===== src/rtl/core/ldtc_pkg.sv =====
// Shared types, widths and constants of the LED dimmer timeout controller.
package ldtc_pkg;

    localparam int NUM_LEVELS     = 4;
    localparam int DEBOUNCE_WIDTH = 16;
    localparam int WORD_W         = 16;
    localparam int LEVEL_W        = 3;

    localparam int S_DATA_W  = 8;
    localparam int M_FIELD_W = 1 + WORD_W + 2 + WORD_W + 1;
    localparam int M_DATA_W  = ((M_FIELD_W + 7) / 8) * 8;
    localparam int CFG_IDX_W = 3;

    localparam logic [DEBOUNCE_WIDTH-1:0] DB_FORCE = 16'hE000;
    localparam logic [DEBOUNCE_WIDTH-1:0] DB_PRESS = 16'hF000;

    localparam logic [WORD_W-1:0] GAMMA0_RST  = 16'd70;
    localparam logic [WORD_W-1:0] GAMMA1_RST  = 16'd280;
    localparam logic [WORD_W-1:0] GAMMA2_RST  = 16'd629;
    localparam logic [WORD_W-1:0] GAMMA3_RST  = 16'd1118;
    localparam logic [WORD_W-1:0] TIMEOUT_RST = 16'd3600;
    localparam logic [WORD_W-1:0] TPS_RST     = 16'd1000;

    localparam logic [LEVEL_W:0] LEVEL_LIMIT = (LEVEL_W + 1)'(NUM_LEVELS);

    typedef enum logic [CFG_IDX_W-1:0] {
        CFG_GAMMA0  = 3'd0,
        CFG_GAMMA1  = 3'd1,
        CFG_GAMMA2  = 3'd2,
        CFG_GAMMA3  = 3'd3,
        CFG_TIMEOUT = 3'd4,
        CFG_TPS     = 3'd5
    } cfg_idx_t;

    typedef enum logic {
        KIND_TICK = 1'b0,
        KIND_WAKE = 1'b1
    } item_kind_t;

endpackage


===== src/rtl/core/led_dimmer_timeout_controller.sv =====
// Top level of the LED dimmer timeout controller: state update and result register.
//
//  Channel   Direction  Handshake          Payload
//  s_        in         s_tvalid/s_tready  s_tuser = kind, s_tdata[0] = button_level
//  m_        out        m_tvalid/m_tready  m_tdata = led_on, duty, level, seconds, press
//  cfg_      in         cfg_wr_en          cfg_index selects register, cfg_wdata value
//
// Each beat takes one cycle: the state registers and the result register load at the
// edge that accepts the beat, so a beat may be taken in every cycle.
// The result register is the only buffer; a new beat is taken while it is empty or
// while its result is taken in the same cycle. A stall on m_ holds s_tready low.
// aresetn is synchronous and active low; no clearing pass is needed after it.
module led_dimmer_timeout_controller (
    input  logic                          aclk,
    input  logic                          aresetn,
    input  logic                          s_tvalid,
    output logic                          s_tready,
    // [0] button_level, upper bits zero
    input  logic [ldtc_pkg::S_DATA_W-1:0] s_tdata,
    // [0] kind
    input  logic                          s_tuser,
    output logic                          m_tvalid,
    input  logic                          m_tready,
    // [0] led_on, [16:1] duty_compare, [18:17] level, [34:19] seconds_left,
    // [35] press_seen, upper bits zero
    output logic [ldtc_pkg::M_DATA_W-1:0] m_tdata,
    input  logic                          cfg_wr_en,
    input  logic [ldtc_pkg::CFG_IDX_W-1:0] cfg_index,
    input  logic [ldtc_pkg::WORD_W-1:0]   cfg_wdata
);
    import ldtc_pkg::*;

    logic [WORD_W-1:0] gamma0_reg, gamma1_reg, gamma2_reg, gamma3_reg;
    logic [WORD_W-1:0] timeout_reg, tps_reg;

    logic                      running_reg, running_next;
    logic [LEVEL_W-1:0]        level_reg, level_next;
    logic [WORD_W-1:0]         seconds_reg, seconds_next;
    logic [WORD_W-1:0]         ticks_reg, ticks_next;
    logic [DEBOUNCE_WIDTH-1:0] db_reg, db_next;
    logic [WORD_W-1:0]         compare_reg, compare_next;
    logic                      press_next;

    logic                  m_valid_reg;
    logic [M_DATA_W-1:0]   m_data_reg, m_data_next;
    logic                  s_accept;

    logic [LEVEL_W:0]      level_inc;
    logic [WORD_W-1:0]     ticks_dec;
    logic [WORD_W-1:0]     gamma_cur;
    logic [WORD_W-1:0]     gamma_inc;

    // Levels without a register of their own use the last gamma.
    function automatic logic [WORD_W-1:0] gamma_sel(
        input logic [LEVEL_W-1:0] lvl,
        input logic [WORD_W-1:0]  g0,
        input logic [WORD_W-1:0]  g1,
        input logic [WORD_W-1:0]  g2,
        input logic [WORD_W-1:0]  g3
    );
        logic [WORD_W-1:0] g;
        priority if (lvl == LEVEL_W'(0)) begin
            g = g0;
        end else if (lvl == LEVEL_W'(1)) begin
            g = g1;
        end else if (lvl == LEVEL_W'(2)) begin
            g = g2;
        end else begin
            g = g3;
        end
        return g;
    endfunction

    assign s_tready = !m_valid_reg || m_tready;
    assign s_accept = s_tvalid && s_tready;
    assign m_tvalid = m_valid_reg;
    assign m_tdata  = m_data_reg;

    assign level_inc = {1'b0, level_reg} + (LEVEL_W + 1)'(1);
    assign ticks_dec = ticks_reg - WORD_W'(1);
    assign gamma_cur = gamma_sel(level_reg, gamma0_reg, gamma1_reg, gamma2_reg, gamma3_reg);
    assign gamma_inc = gamma_sel(level_inc[LEVEL_W-1:0],
                                 gamma0_reg, gamma1_reg, gamma2_reg, gamma3_reg);

    always_comb begin
        running_next = running_reg;
        level_next   = level_reg;
        seconds_next = seconds_reg;
        ticks_next   = ticks_reg;
        db_next      = db_reg;
        compare_next = compare_reg;
        press_next   = 1'b0;

        if (s_tuser == KIND_WAKE) begin
            if (!running_reg) begin
                running_next = 1'b1;
                level_next   = '0;
                seconds_next = timeout_reg;
                ticks_next   = tps_reg;
                compare_next = gamma0_reg;
            end
        end else if (running_reg) begin
            ticks_next = ticks_dec;
            if (ticks_dec == '0) begin
                seconds_next = seconds_reg - WORD_W'(1);
                ticks_next   = tps_reg;
            end
            // Fade: near the end the duty follows the seconds still left.
            if (seconds_next < gamma_cur) begin
                compare_next = seconds_next;
            end

            db_next = {db_reg[DEBOUNCE_WIDTH-2:0], 1'b0}
                    | (DEBOUNCE_WIDTH'(s_tdata[0]) << 3) | DB_FORCE;

            if (db_next == DB_PRESS) begin
                press_next   = 1'b1;
                seconds_next = timeout_reg;
                ticks_next   = tps_reg;
                if (level_inc >= LEVEL_LIMIT) begin
                    level_next = LEVEL_LIMIT[LEVEL_W-1:0];
                end else begin
                    level_next   = level_inc[LEVEL_W-1:0];
                    compare_next = gamma_inc;
                end
            end

            if ((press_next && level_inc >= LEVEL_LIMIT) || seconds_next == '0) begin
                running_next = 1'b0;
            end
        end
    end

    always_comb begin
        m_data_next = {(M_DATA_W - M_FIELD_W)'(0), press_next, seconds_next,
                       level_next[1:0], compare_next, running_next};
    end

    always_ff @(posedge aclk) begin
        if (!aresetn) begin
            gamma0_reg  <= GAMMA0_RST;
            gamma1_reg  <= GAMMA1_RST;
            gamma2_reg  <= GAMMA2_RST;
            gamma3_reg  <= GAMMA3_RST;
            timeout_reg <= TIMEOUT_RST;
            tps_reg     <= TPS_RST;
        end else if (cfg_wr_en) begin
            unique case (cfg_index)
                CFG_GAMMA0:  gamma0_reg  <= cfg_wdata;
                CFG_GAMMA1:  gamma1_reg  <= cfg_wdata;
                CFG_GAMMA2:  gamma2_reg  <= cfg_wdata;
                CFG_GAMMA3:  gamma3_reg  <= cfg_wdata;
                CFG_TIMEOUT: timeout_reg <= cfg_wdata;
                CFG_TPS:     tps_reg     <= cfg_wdata;
                default: ;
            endcase
        end
    end

    always_ff @(posedge aclk) begin
        if (!aresetn) begin
            running_reg <= 1'b1;
            level_reg   <= '0;
            seconds_reg <= TIMEOUT_RST;
            ticks_reg   <= TPS_RST;
            db_reg      <= '0;
            compare_reg <= GAMMA0_RST;
            m_valid_reg <= 1'b0;
        end else begin
            if (s_accept) begin
                running_reg <= running_next;
                level_reg   <= level_next;
                seconds_reg <= seconds_next;
                ticks_reg   <= ticks_next;
                db_reg      <= db_next;
                compare_reg <= compare_next;
                m_valid_reg <= 1'b1;
            end else if (m_tready) begin
                m_valid_reg <= 1'b0;
            end
        end
    end

    always_ff @(posedge aclk) begin
        if (s_accept) begin
            m_data_reg <= m_data_next;
        end
    end

endmodule


===== config.mk =====
export PLATFORM = sky130hd
export DESIGN_NAME = led_dimmer_timeout_controller
export DESIGN_NICKNAME = d
export VERILOG_FILES = /design/src/rtl/core/ldtc_pkg.sv /design/src/rtl/core/led_dimmer_timeout_controller.sv
export SDC_FILE = /design/constraint.sdc
export NUM_CORES = 1
export LEC_CHECK = 0
export BUFFER_PORTS_ARGS = -buffer_cell sky130_fd_sc_hd__buf_2
export CORE_MARGIN = 4
export CORE_UTILIZATION = 40
export DETAILED_ROUTE_END_ITERATION = 10
export GPL_TIMING_DRIVEN = 0
export PLACE_DENSITY = 0.55
export SLEW_MARGIN = 0
export SYNTH_ARGS = -nofsm -noshare
export SYNTH_HDL_FRONTEND = slang
export SYNTH_SLANG_ARGS = --single-unit

===== constraint.sdc =====
create_clock -name aclk -period 5.3 [get_ports aclk]
set_input_delay 0.53 -clock aclk [delete_from_list [all_inputs] [get_ports aclk]]
set_output_delay 0.53 -clock aclk [all_outputs]
set_load 0.05 [all_outputs]

==> results of run 1 <==
-- stage by stage --
| step | setup WS [ps] | hold WS (ps) | area (sq um) |
|---|---|---|---|
| 4_1_cts | 17.8 | 335 | 12600 |
| 3_5_place_dp | -1060 | 453 | 11800 |
| 3_3_place_gp | -1080 | 450 | 11700 |
| 6_report | 197 | 347 | 12700 |
| 2_1_floorplan | 498 | 432 | 11000 |
| 5_1_grt | -21.2 | 353 | 12700 |
-- layer usage --
layer  track usage, %  up-vias  wire length [microns]
met5                0        -                     25
met4             8.84        4                   1200
met3             4.75       66                   3260
met2             40.3      481                  18000
met1             39.5     5276                  19600
li1                 -     5330                      -
-- synth_stat cells (5+ instances only) --
| cell type | n | area share [%] |
|---|---|---|
| sky130_fd_sc_hd__nand2b_1 | 7 | 0.40 |
| sky130_fd_sc_hd__a311oi_1 | 9 | 0.72 |
| sky130_fd_sc_hd__clkbuf_1 | 97 | 3.3 |
| sky130_fd_sc_hd__a31oi_1 | 17 | 0.97 |
| sky130_fd_sc_hd__and2_1 | 12 | 0.68 |
| sky130_fd_sc_hd__nor3_1 | 18 | 0.82 |
| sky130_fd_sc_hd__nand2_1 | 308 | 11 |
| sky130_fd_sc_hd__nand3_1 | 52 | 2.4 |
| sky130_fd_sc_hd__a21oi_1 | 177 | 8.1 |
| sky130_fd_sc_hd__nor2_1 | 113 | 3.9 |
| sky130_fd_sc_hd__a211oi_1 | 26 | 1.8 |
| sky130_fd_sc_hd__or4_1 | 10 | 0.68 |
| sky130_fd_sc_hd__a22oi_1 | 7 | 0.48 |
| sky130_fd_sc_hd__o21ai_0 | 49 | 2.2 |
| sky130_fd_sc_hd__o211ai_1 | 5 | 0.34 |
| sky130_fd_sc_hd__edfxtp_1 | 36 | 9.8 |
| sky130_fd_sc_hd__mux2i_1 | 44 | 4.0 |
| sky130_fd_sc_hd__o21a_1 | 8 | 0.55 |
| sky130_fd_sc_hd__o221ai_1 | 7 | 0.56 |
| sky130_fd_sc_hd__nor2b_1 | 15 | 0.85 |
| sky130_fd_sc_hd__o31a_1 | 6 | 0.48 |
| sky130_fd_sc_hd__xnor2_1 | 14 | 1.1 |
| sky130_fd_sc_hd__ha_1 | 25 | 2.8 |
| sky130_fd_sc_hd__nand4_1 | 15 | 0.85 |
| sky130_fd_sc_hd__a41o_1 | 5 | 0.46 |
| sky130_fd_sc_hd__dfxtp_1 | 158 | 29 |
| sky130_fd_sc_hd__a211o_1 | 11 | 0.88 |
| sky130_fd_sc_hd__buf_2 | 5 | 0.23 |
| sky130_fd_sc_hd__o22ai_1 | 19 | 1.1 |
| sky130_fd_sc_hd__nor4_1 | 14 | 0.80 |
| sky130_fd_sc_hd__or3_1 | 11 | 0.63 |
| sky130_fd_sc_hd__a21o_1 | 6 | 0.41 |
| sky130_fd_sc_hd__o31ai_1 | 8 | 0.55 |
| sky130_fd_sc_hd__inv_1 | 21 | 0.72 |
| sky130_fd_sc_hd__and3_1 | 12 | 0.68 |
-- worst paths after layout --
kind,end,cells after the start
max,m_tdata[16]$_DFFE_PP_,19
min reg2reg,tps_reg[9]$_SDFFE_PN1P_,2
min,m_tvalid$_SDFFE_PN0P_,3
max reg2reg,m_tdata[16]$_DFFE_PP_,19
-- final cells by class --
class	count	area, sq um
Tap cell	341	427
Fill cell	2770	14200
Clock inverter	15	169
Clock buffer	17	425
Buffer	109	464
Multi-Input combinational cell	1103	6510
Inverter	24	90.1
Timing Repair Buffer	72	418
Sequential cell	194	4240
-- power by group --
part	total (W)	switching [W]	internal, W	leakage [nW]
clock	0.00135	0.000678	0.000675	0.291
sequential	0.00161	0.0000444	0.00157	1.63
combinational	0.000624	0.000435	0.000189	2.63
-- repair_timing --
| item | in CTS | in global routing |
|---|---|---|
| pin swaps | 3 | 8 |
| endpoints found under the setup margin | 32 | 32 |
| resized for setup | 36 | 25 |
| hold endpoints to repair | 0 | 0 |
| buffers inserted | 6 | 3 |
-- tightest hold or removal path, delay by kind of cell --
kind | cells | cell delay, ps
buffers and inverters | 2 | 170
AOI/OAI and AO/OA | 1 | 50
-- cells by family after synthesis --
| group | count (synthesis) | synth area share (%) |
|---|---|---|
| compound gates | 401 | 22.9 |
| xor+xnor | 18 | 1.44 |
| fa+ha+maj | 25 | 2.85 |
| buf+inv | 134 | 4.84 |
| flops | 194 | 38.6 |
| mux | 44 | 4.01 |
| other cells | 1 | 0.0341 |
| simple gates | 611 | 25.3 |
==> results.py, run 1 <==
metrics = {
    "die": {
        "area_of_the_die_sq_mm": 0.0302,
        "pin_count": 75,
        "starting_density_of_the_core_pct": 40.8,
        "core_area_sq_mm": 0.0270,
        "height_of_the_chip_microns": 174,
        "die_width_microns": 174,
        "std_cell_rows": 60,
    },
    "setup_path": {
        "cpMaxStageDelayCell": "sky130_fd_sc_hd__or4_4",
        "path_delay_family": "simple AND/OR/NAND/NOR gates",
        "timing.critical_path.arrival_ps": 5270,
        "timing.reg2reg.setup_slack_ps": 200,
        "crit_path_max_fanout": 10,
        "crit_path_cell_trace": "buf_2, or4_4, nor4_4, buf_4, xnor2_4, buf_6, nor4_4, nand2_2, xnor2_4, buf_12, ha_4, nand4_1, or3_4, or4_4, a2111oi_4, a21oi_2, a21o_1, o21ai_0, a21oi_1",
        "timing.critical_path.slowest_cell_delay_ps": 580,
        "crit_start_category": "register",
        "crit_path_end_kind": "register",
        "worstPathRequired_ps": 5470,
        "rr_startpoint": "ticks_reg[0]$_SDFFE_PN0P_",
        "critical_path.n_buffers_inverters": 4,
        "worst-setup-path-type": "reg -> reg",
        "startpoint": "ticks_reg[0]$_SDFFE_PN0P_",
    },
    "finish": {
        "antenna_cells": 0,
        "area_delta_synth_final_pct": 16.0,
        "largest_register_ffs": 36,
        "fraction_of_final_layout_cells_with_drive_strength_greater_than_1_pct": 10.9,
        "post-route-util_pct": 47.3,
        "nNetsFinal": 1579,
        "commonest_cells_after_routing_fill_and_taps_aside": "sky130_fd_sc_hd__nand2_1 (304), sky130_fd_sc_hd__a21oi_1 (175), sky130_fd_sc_hd__dfxtp_1 (158), sky130_fd_sc_hd__nor2_1 (112), sky130_fd_sc_hd__clkbuf_1 (93)",
        "mostFrequentLayoutCell": "sky130_fd_sc_hd__nand2_1",
        "final_cell_count_no_fill": 1875,
    },
    "grt": {
        "grt_util_all_layers_pct": 27.0,
        "pin_count_of_the_biggest_net_entering_global_routing": 24,
        "grt_pass1_vias": 10100,
        "first_pass_grt_wire_length_microns": 63200,
        "global_route_total_overflow": 0,
        "grt_antenna_before_repair": 2,
    },
    "routing": {
        "drt_pre_antenna_iters": 8,
        "drtAntennaViolNets": 0,
        "drcViolationCount": 0,
        "route.vias.total": 11200,
        "totalWireLength_microns": 42100,
        "detail_route.iter0.violations": 1192,
        "wl_per_cell_microns": 22.5,
        "post_drt_via_cell_ratio": 5.95,
    },
    "timing": {
        "setup_viol": 0,
        "min_period_over_period_pct": 96.3,
        "post-route-min-period_ps": 5100,
        "setup-tns-final_ps": 0,
        "timing.final.max_slew_violations": 0,
        "worst_slew_margin_relative_to_its_limit_pct": 18.6,
        "worstMarginPinSlew_ps": 1210,
        "achievable-frequency_mhz": 196,
        "final_hold_violations": 0,
        "worst_clock_skew_ps": 13.5,
    },
    "clock_tree": {
        "cts.sink_count": 194,
        "clockBufferDepth": 2,
        "ctsRootBufferMaster": "sky130_fd_sc_hd__clkbuf_16",
        "cts_buffers": 17,
        "clock_latency_ps": 450,
        "tritoncts": "done",
        "cts_hold_buf": 0,
        "htreeDepth": 4,
        "clkTransAtPathRegs_ps": 80,
    },
    "pwr": {
        "total_leakage_power_nw": 4.55,
        "powerDensity_mw_per_mm2": 282,
        "worst_ir_drop_vdd_mv": 0.157,
        "design_power_total_w": 0.00359,
    },
    "synth": {
        "synth-seq-area-share_pct": 38.6,
        "yosysUniqueCellTypes": 74,
        "ys_async_sr_fraction_pct": 0,
        "synth_area_per_cell_sq_um": 7.69,
        "yosys_warnings": 0,
        "synth_seq_cells": 194,
        "synthesis.instances": 1428,
        "primary_ff_master_synth": "sky130_fd_sc_hd__dfxtp_1",
        "mapped_cell_area_sq_mm": 0.0110,
        "synth-edff-count": 36,
    },
    "run": {
        "timing.max_cap.violations": 0,
    },
    "place": {
        "numPlacedInstances": 1835,
        "routabilityCongestion": 0.975,
        "io_buffer_count": 62,
        "place_hpwl_microns": 31300,
    },
    "status": {
        "run_status": "finished, final reports clean",
    },
    "hold_path": {
        "hp-class": "in -> reg",
        "hold_start": "s_tvalid",
    },
}
No activity file was read; power rests on OpenSTA's default activity.
==> run 2: changes to the inputs <==
--- a/config.mk
+++ b/config.mk
@@ -6,11 +6,11 @@
 export NUM_CORES = 1
 export LEC_CHECK = 0
 export BUFFER_PORTS_ARGS = -buffer_cell sky130_fd_sc_hd__buf_2
-export CORE_MARGIN = 4
+export CORE_MARGIN = 5
 export CORE_UTILIZATION = 40
 export DETAILED_ROUTE_END_ITERATION = 10
 export GPL_TIMING_DRIVEN = 0
-export PLACE_DENSITY = 0.55
+export PLACE_DENSITY_LB_ADDON = 0.2
 export SLEW_MARGIN = 0
 export SYNTH_ARGS = -nofsm -noshare
 export SYNTH_HDL_FRONTEND = slang
==> run 2 against run 1 <==
  * Wire length decreased by 1.2%
  * Sequential power barely moved
  * Die area grew 2.3%
  * Register-to-register slack got worse by 50 ps
  * Global-route usage shrank 0.79 points
  * Flip-flop and latch count did not move
  * Clock power up 4%
  * First-iteration DRC count increased by 7.6%
  * Combinational power is 2% lower
  * Utilization is 0.35 points lower
  * Fmax fell by 0.88%
==> results.py, run 2 (synthesis gave the netlist of run 1 again) <==
metrics = {
    "finish": {
        "fraction_of_final_layout_cells_with_drive_strength_greater_than_1_pct": 10.4,
        "antenna_cells": 0,
        "nNetsFinal": 1576,
        "area_delta_synth_final_pct": 15.5,
        "mostFrequentLayoutCell": "sky130_fd_sc_hd__nand2_1",
        "commonest_cells_after_routing_fill_and_taps_aside": "sky130_fd_sc_hd__nand2_1 (305), sky130_fd_sc_hd__a21oi_1 (175), sky130_fd_sc_hd__dfxtp_1 (158), sky130_fd_sc_hd__nor2_1 (112), sky130_fd_sc_hd__clkbuf_1 (93)",
        "post-route-util_pct": 46.9,
        "largest_register_ffs": 36,
        "post-route-cell-area_sq_mm": 0.0127,
    },
    "clock_tree": {
        "ctsRootBufferMaster": "sky130_fd_sc_hd__clkbuf_16",
        "clkTransAtPathRegs_ps": 90,
        "cts_buffers": 17,
        "htreeDepth": 4,
        "clock_latency_ps": 460,
        "cts_hold_buf": 0,
        "clockBufferDepth": 2,
        "tritoncts": "done",
        "cts.sink_count": 194,
    },
    "routing": {
        "post_drt_via_cell_ratio": 6.00,
        "drcViolationCount": 0,
        "drtAntennaViolNets": 0,
        "wl_per_cell_microns": 22.2,
        "detail_route.iter0.violations": 1282,
        "drt_pre_antenna_iters": 5,
        "totalWireLength_microns": 41600,
        "route.vias.total": 11200,
    },
    "timing": {
        "setup-tns-final_ps": 0,
        "setup_viol": 0,
        "timing.hold.ws_ps": 329,
        "final_hold_violations": 0,
        "worstMarginPinSlew_ps": 1210,
        "min_period_over_period_pct": 97.1,
        "worst_clock_skew_ps": 13.0,
        "worst_slew_margin_relative_to_its_limit_pct": 18.7,
        "timing.final.max_slew_violations": 0,
        "post-route-min-period_ps": 5150,
        "achievable-frequency_mhz": 194,
    },
    "setup_path": {
        "crit_path_end_kind": "register",
        "crit_path_max_fanout": 10,
        "worst-setup-path-type": "reg -> reg",
        "worst_setup_path_endpoint": "m_tdata[5]$_DFFE_PP_",
        "crit_start_category": "register",
        "timing.reg2reg.setup_slack_ps": 150,
        "rr_startpoint": "ticks_reg[0]$_SDFFE_PN0P_",
        "regToRegEndpoint": "m_tdata[5]$_DFFE_PP_",
        "worst_r2r_path_depth": 19,
        "timing.critical_path.arrival_ps": 5430,
        "worstPathRequired_ps": 5590,
        "startpoint": "ticks_reg[0]$_SDFFE_PN0P_",
    },
    "grt": {
        "globalRouteMet2Util_pct": 38.4,
        "grt_pass1_vias": 10000,
        "first_pass_grt_wire_length_microns": 62300,
        "grt_busiest_layer": "met1",
        "pin_count_of_the_biggest_net_entering_global_routing": 25,
        "grt_use_met1_pct": 38.7,
        "grt_antenna_before_repair": 0,
        "grt_util_all_layers_pct": 26.2,
        "global_route_total_overflow": 0,
        "grt_use_met3_pct": 4.48,
    },
    "die": {
        "die_width_microns": 176,
        "core_area_sq_mm": 0.0270,
        "area_of_the_die_sq_mm": 0.0309,
        "height_of_the_chip_microns": 176,
        "pin_count": 75,
        "std_cell_rows": 60,
        "starting_density_of_the_core_pct": 40.6,
    },
    "pwr": {
        "total_leakage_power_nw": 4.53,
        "worst_ir_drop_vdd_mv": 0.182,
        "powerDensity_mw_per_mm2": 287,
    },
    "place": {
        "io_buffer_count": 62,
        "routabilityCongestion": 0.981,
        "place_hpwl_microns": 30900,
        "placedInstanceArea_sq_mm": 0.0118,
    },
    "hold_path": {
        "hp-class": "in -> reg",
    },
    "run": {
        "timing.max_cap.violations": 0,
    },
    "status": {
        "run_status": "finished, final reports clean",
    },
}
run 2: changes by cell type in the layout (fill, tap and decap cells not counted), moves of 2 or more:
cell	delta
sky130_fd_sc_hd__buf_6	-2
sky130_fd_sc_hd__buf_4	-2
sky130_fd_sc_hd__clkinv_2	-2
sky130_fd_sc_hd__buf_2	+2
run 2: worst min path at each step:
stage / start / endpoint / slack, ps / depth (start not counted)
after global placement: db_reg[11]$_SDFFE_PN0P_ / db_reg[11]$_SDFFE_PN0P_ / 450 / 2
after detailed placement: db_reg[11]$_SDFFE_PN0P_ / db_reg[11]$_SDFFE_PN0P_ / 450 / 2
after CTS: s_tvalid / m_tvalid$_SDFFE_PN0P_ / 330 / 3
after floorplan: db_reg[11]$_SDFFE_PN0P_ / db_reg[11]$_SDFFE_PN0P_ / 430 / 2
final: s_tvalid / m_tvalid$_SDFFE_PN0P_ / 330 / 3
after global routing: s_tdata[0] / db_reg[3]$_SDFFE_PN0P_ / 340 / 3
run 2: layer usage:
| layer | up-vias | routed length (microns) |
|---|---|---|
| li1 | 5304 | - |
| met1 | 5276 | 18700 |
| met2 | 587 | 17800 |
| met3 | 69 | 3870 |
| met4 | 0 | 1280 |
| met5 | - | 0 |
run 2: worst max-delay path, stage by stage (launching register included):
cell                        delay [ps]
sky130_fd_sc_hd__dfxtp_1           320
sky130_fd_sc_hd__buf_2             170
sky130_fd_sc_hd__inv_1             120
sky130_fd_sc_hd__ha_4              190
sky130_fd_sc_hd__nor3b_4           320
sky130_fd_sc_hd__and4_4            330
sky130_fd_sc_hd__o2111ai_4         180
sky130_fd_sc_hd__or3_4             500
sky130_fd_sc_hd__nor4b_4           350
sky130_fd_sc_hd__xor2_2            200
sky130_fd_sc_hd__ha_1              350
sky130_fd_sc_hd__nand4_1           150
sky130_fd_sc_hd__or3_1             380
sky130_fd_sc_hd__nor2_1            160
sky130_fd_sc_hd__o311a_1           210
sky130_fd_sc_hd__o211ai_1          180
sky130_fd_sc_hd__nand2_2           170
sky130_fd_sc_hd__clkbuf_4          240
sky130_fd_sc_hd__o221ai_1          170
sky130_fd_sc_hd__a31oi_1           280
run 2: timing repair:
action,4_1_cts,5_1_grt
setup buffers,3,3
pin swaps,2,5
resized for setup,24,26
setup endpoints to repair,32,32
run 2: area by class of cell:
cell class / instances / area (sq um)
Fill cell: 2733 / 14300
Multi-Input combinational cell: 1103 / 6470
Sequential cell: 194 / 4240
Clock buffer: 18 / 450
Buffer: 109 / 445
Tap cell: 341 / 427
Timing Repair Buffer: 69 / 383
Clock inverter: 14 / 181
Inverter: 24 / 90.1
run 2: stage by stage:
step | total power (W) | setup slack [ps] | instances
after floorplan | 0.00203 | 498 | 1431
after global placement | 0.00222 | -919 | 1834
after detailed placement | 0.00222 | -863 | 1835
after CTS | 0.00362 | 15.1 | 1870
after global routing | 0.00376 | -31.2 | 1872
final | 0.00364 | 151 | 1872
run 2: power by group:
group	total, W	internal (W)	switching (W)
sequential	0.00161	0.00157	0.0000432
combinational	0.000612	0.000181	0.000431
clock	0.00141	0.000714	0.000699
total	0.00364	0.00246	0.00117
==> run 3: changes to the inputs <==
--- a/config.mk
+++ b/config.mk
@@ -5,7 +5,9 @@
 export SDC_FILE = /design/constraint.sdc
 export NUM_CORES = 1
 export LEC_CHECK = 0
+export ABC_AREA = 1
 export BUFFER_PORTS_ARGS = -buffer_cell sky130_fd_sc_hd__buf_2
+export CAP_MARGIN = 10
 export CORE_MARGIN = 5
 export CORE_UTILIZATION = 40
 export DETAILED_ROUTE_END_ITERATION = 10
==> run 3 against run 2 <==
  * Total power grew 11%
  * Area after synthesis shrank 1.7%
  * Worst hold slack gained 52 ps
  * Cell area decreased by 4.0%
  * Synthesized cell count rose by 8.4%
  * Highest routed layer unchanged
==> results.py, run 3 <==
metrics = {
    "status": {
        "run_status": "finished, final reports clean",
    },
    "place": {
        "place_hpwl_microns": 27700,
        "place_worst_setup_slack_ps": 408,
        "numPlacedInstances": 1953,
        "io_buffer_count": 61,
        "routabilityCongestion": 0.983,
    },
    "setup_path": {
        "crit_path_max_fanout": 10,
        "regToRegEndpoint": "m_tdata[4]$_DFFE_PP_",
        "worst_r2r_path_depth": 28,
        "timing.critical_path.slowest_cell_delay_ps": 340,
        "worst-setup-path-type": "reg -> reg",
        "worstPathRequired_ps": 5480,
        "cpMaxStageDelayCell": "sky130_fd_sc_hd__dfxtp_1",
        "crit_start_category": "register",
        "worst_setup_path_endpoint": "m_tdata[4]$_DFFE_PP_",
        "path_common_cell": "sky130_fd_sc_hd__nand2_1",
        "rr_startpoint": "ticks_reg[0]$_SDFFE_PN0P_",
        "timing.critical_path.arrival_ps": 4890,
        "timing.reg2reg.setup_slack_ps": 590,
        "crit_path_end_kind": "register",
        "startpoint": "ticks_reg[0]$_SDFFE_PN0P_",
    },
    "finish": {
        "mostFrequentLayoutCell": "sky130_fd_sc_hd__nand2_1",
        "largest_register_ffs": 36,
        "fraction_of_final_layout_cells_with_drive_strength_greater_than_1_pct": 9.60,
        "nNetsFinal": 1691,
        "commonest_cells_after_routing_fill_and_taps_aside": "sky130_fd_sc_hd__nand2_1 (266), sky130_fd_sc_hd__nor2_1 (214), sky130_fd_sc_hd__o21ai_0 (184), sky130_fd_sc_hd__a21oi_1 (175), sky130_fd_sc_hd__dfxtp_1 (158)",
        "area_delta_synth_final_pct": 12.9,
        "antenna_cells": 0,
        "final_cell_count_no_fill": 1987,
        "filler_cell_count": 2786,
    },
    "synth": {
        "synth-seq-area-share_pct": 39.3,
        "mapped_cell_area_sq_mm": 0.0108,
        "yosys_warnings": 0,
        "synth_top_cells_by_count": "sky130_fd_sc_hd__nand2_1 (266), sky130_fd_sc_hd__nor2_1 (214), sky130_fd_sc_hd__o21ai_0 (184)",
        "yosysTopAreaCell": "sky130_fd_sc_hd__dfxtp_1",
        "synth_area_per_cell_sq_um": 6.97,
        "synth_seq_cells": 194,
        "netlist_top_cells_area": "sky130_fd_sc_hd__dfxtp_1 (29%), sky130_fd_sc_hd__edfxtp_1 (10%), sky130_fd_sc_hd__nand2_1 (9.2%)",
        "synth-edff-count": 36,
        "synth.top_cell.area_share_pct": 29.3,
        "ys_async_sr_fraction_pct": 0,
        "leading_cell_type_by_number_of_instances_after_synthesis": "sky130_fd_sc_hd__nand2_1",
        "synthesis.instances": 1548,
        "yosysUniqueCellTypes": 45,
        "primary_ff_master_synth": "sky130_fd_sc_hd__dfxtp_1",
    },
    "routing": {
        "drcViolationCount": 0,
        "route.vias.total": 10700,
        "wl_per_cell_microns": 18.6,
        "drt_pre_antenna_iters": 5,
        "totalWireLength_microns": 36900,
        "drtAntennaViolNets": 0,
        "detail_route.iter0.violations": 938,
        "post_drt_via_cell_ratio": 5.40,
    },
    "timing": {
        "setup-tns-final_ps": 0,
        "worst_slew_margin_relative_to_its_limit_pct": 37.8,
        "setup_viol": 0,
        "timing.final.max_slew_violations": 0,
        "worst_clock_skew_ps": 14.4,
        "rsz0062_at_grt": "false",
        "min_period_over_period_pct": 88.8,
        "worstMarginPinSlew_ps": 934,
        "achievable-frequency_mhz": 212,
        "post-route-min-period_ps": 4710,
        "final_hold_violations": 0,
        "worst_slack_ps": 593,
    },
    "clock_tree": {
        "htreeDepth": 4,
        "ctsRootBufferMaster": "sky130_fd_sc_hd__clkbuf_16",
        "tritoncts": "done",
        "clockBufferDepth": 2,
        "clock_latency_ps": 450,
        "cts.sink_count": 194,
        "cts_buffers": 17,
        "clkTransAtPathRegs_ps": 80,
        "cts_hold_buf": 0,
    },
    "pwr": {
        "worst_ir_drop_vdd_mv": 0.188,
        "powerDensity_mw_per_mm2": 330,
        "total_leakage_power_nw": 5.37,
    },
    "hold_path": {
        "hp-class": "in -> reg",
    },
    "die": {
        "starting_density_of_the_core_pct": 40.3,
        "area_of_the_die_sq_mm": 0.0304,
        "pin_count": 75,
        "core_area_sq_mm": 0.0268,
        "std_cell_rows": 60,
        "height_of_the_chip_microns": 174,
        "die_width_microns": 174,
    },
    "grt": {
        "grt_pass1_vias": 9744,
        "grt_antenna_before_repair": 0,
        "global_route_total_overflow": 0,
        "pin_count_of_the_biggest_net_entering_global_routing": 46,
        "grt_util_all_layers_pct": 23.7,
        "first_pass_grt_wire_length_microns": 56600,
    },
    "run": {
        "timing.max_cap.violations": 0,
    },
}
## run 3: cell count changes after synthesis, sizes merged, moves of 13 or more
cell and delta:
a22oi +18, a31oi -14, clkbuf -19, inv +131, mux2i -44, nand2 -16, nand3 +13, nor2 +112
nor2b -15, o21ai +142, o22ai -19, xnor2 -13, xor2 +13
## run 3: worst min path at each step
| stage | end | slack, ps | from | cells after the start |
|---|---|---|---|---|
| final | m_tvalid$_SDFFE_PN0P_ | 380 | m_tready | 4 |
| after floorplan | tps_reg[5]$_SDFFE_PN1P_ | 420 | tps_reg[5]$_SDFFE_PN1P_ | 2 |
| after detailed placement | tps_reg[8]$_SDFFE_PN1P_ | 450 | tps_reg[8]$_SDFFE_PN1P_ | 2 |
| after global routing | db_reg[3]$_SDFFE_PN0P_ | 390 | s_tdata[0] | 3 |
| after CTS | db_reg[3]$_SDFFE_PN0P_ | 370 | s_tdata[0] | 3 |
| after global placement | tps_reg[8]$_SDFFE_PN1P_ | 440 | tps_reg[8]$_SDFFE_PN1P_ | 2 |
## run 3: area by class of cell
type	count	area [sq um]	area share, %
inverter	156	588	4.83
timing repair buffer	63	320	2.63
sequential	194	4240	34.8
buffer	92	392	3.21
clock inverter	13	159	1.30
clock buffer	19	464	3.81
multi-input combinational	1109	5590	45.9
tap	341	427	3.50
## run 3: power by group
part,internal (W),leakage [nW],switching (W),total (W)
clock,0.000679,0.303,0.000683,0.00136
combinational,0.000289,3.42,0.000704,0.000993
sequential,0.00161,1.65,0.0000635,0.00167
total,0.00258,5.37,0.00145,0.00403
## run 3: worst max-delay path: cells and delay by family (launching register included)
kind                       cells  cell delay [ps]
adders and majority gates      2              590
DFF                            1              340
AOI/OAI and AO/OA              4              880
xor gates and xnor gates       1              120
buffers and inverters          8              940
and+or+nand+nor               13             1550
## run 3: metal layers
metal / up-vias / wire [microns] / track usage [%]
met5: - / 0 / 0
met4: 0 / 877 / 7.23
met3: 52 / 2600 / 2.81
met2: 421 / 15900 / 35.5
met1: 4944 / 17500 / 35.8
li1: 5322 / - / -
## run 3: timing repair
action	CTS	global route
endpoints found under the hold margin	0	0
endpoints found under the setup margin	0	26
resized for setup	0	1
setup buffers	0	2
## run 3: kinds of logic (layout without fill, tap and decap cells)
family                   count (synthesis)  in the layout  synth area share, %
AND/OR/NAND/NOR                        616            616                 24.5
adder cells (fa/ha/maj)                 25             25                 2.90
flip-flops                             194            194                 39.3
buffers and inverters                  248            343                 9.07
AO/OA/AOI/OAI                          446            446                 22.6
XOR/XNOR                                18             18                 1.53
other                                    1              4               0.0347
## run 3: stage by stage
stage,hold slack [ps],cell area (sq um),total power (W),utilization (%)
2_1_floorplan,424,10800,0.00239,-
3_3_place_gp,444,11500,0.00266,43.1
3_5_place_dp,447,11500,0.00267,43.1
4_1_cts,370,12200,0.00401,45.4
5_1_grt,386,12200,0.00422,45.5
6_report,381,12200,0.00403,45.5
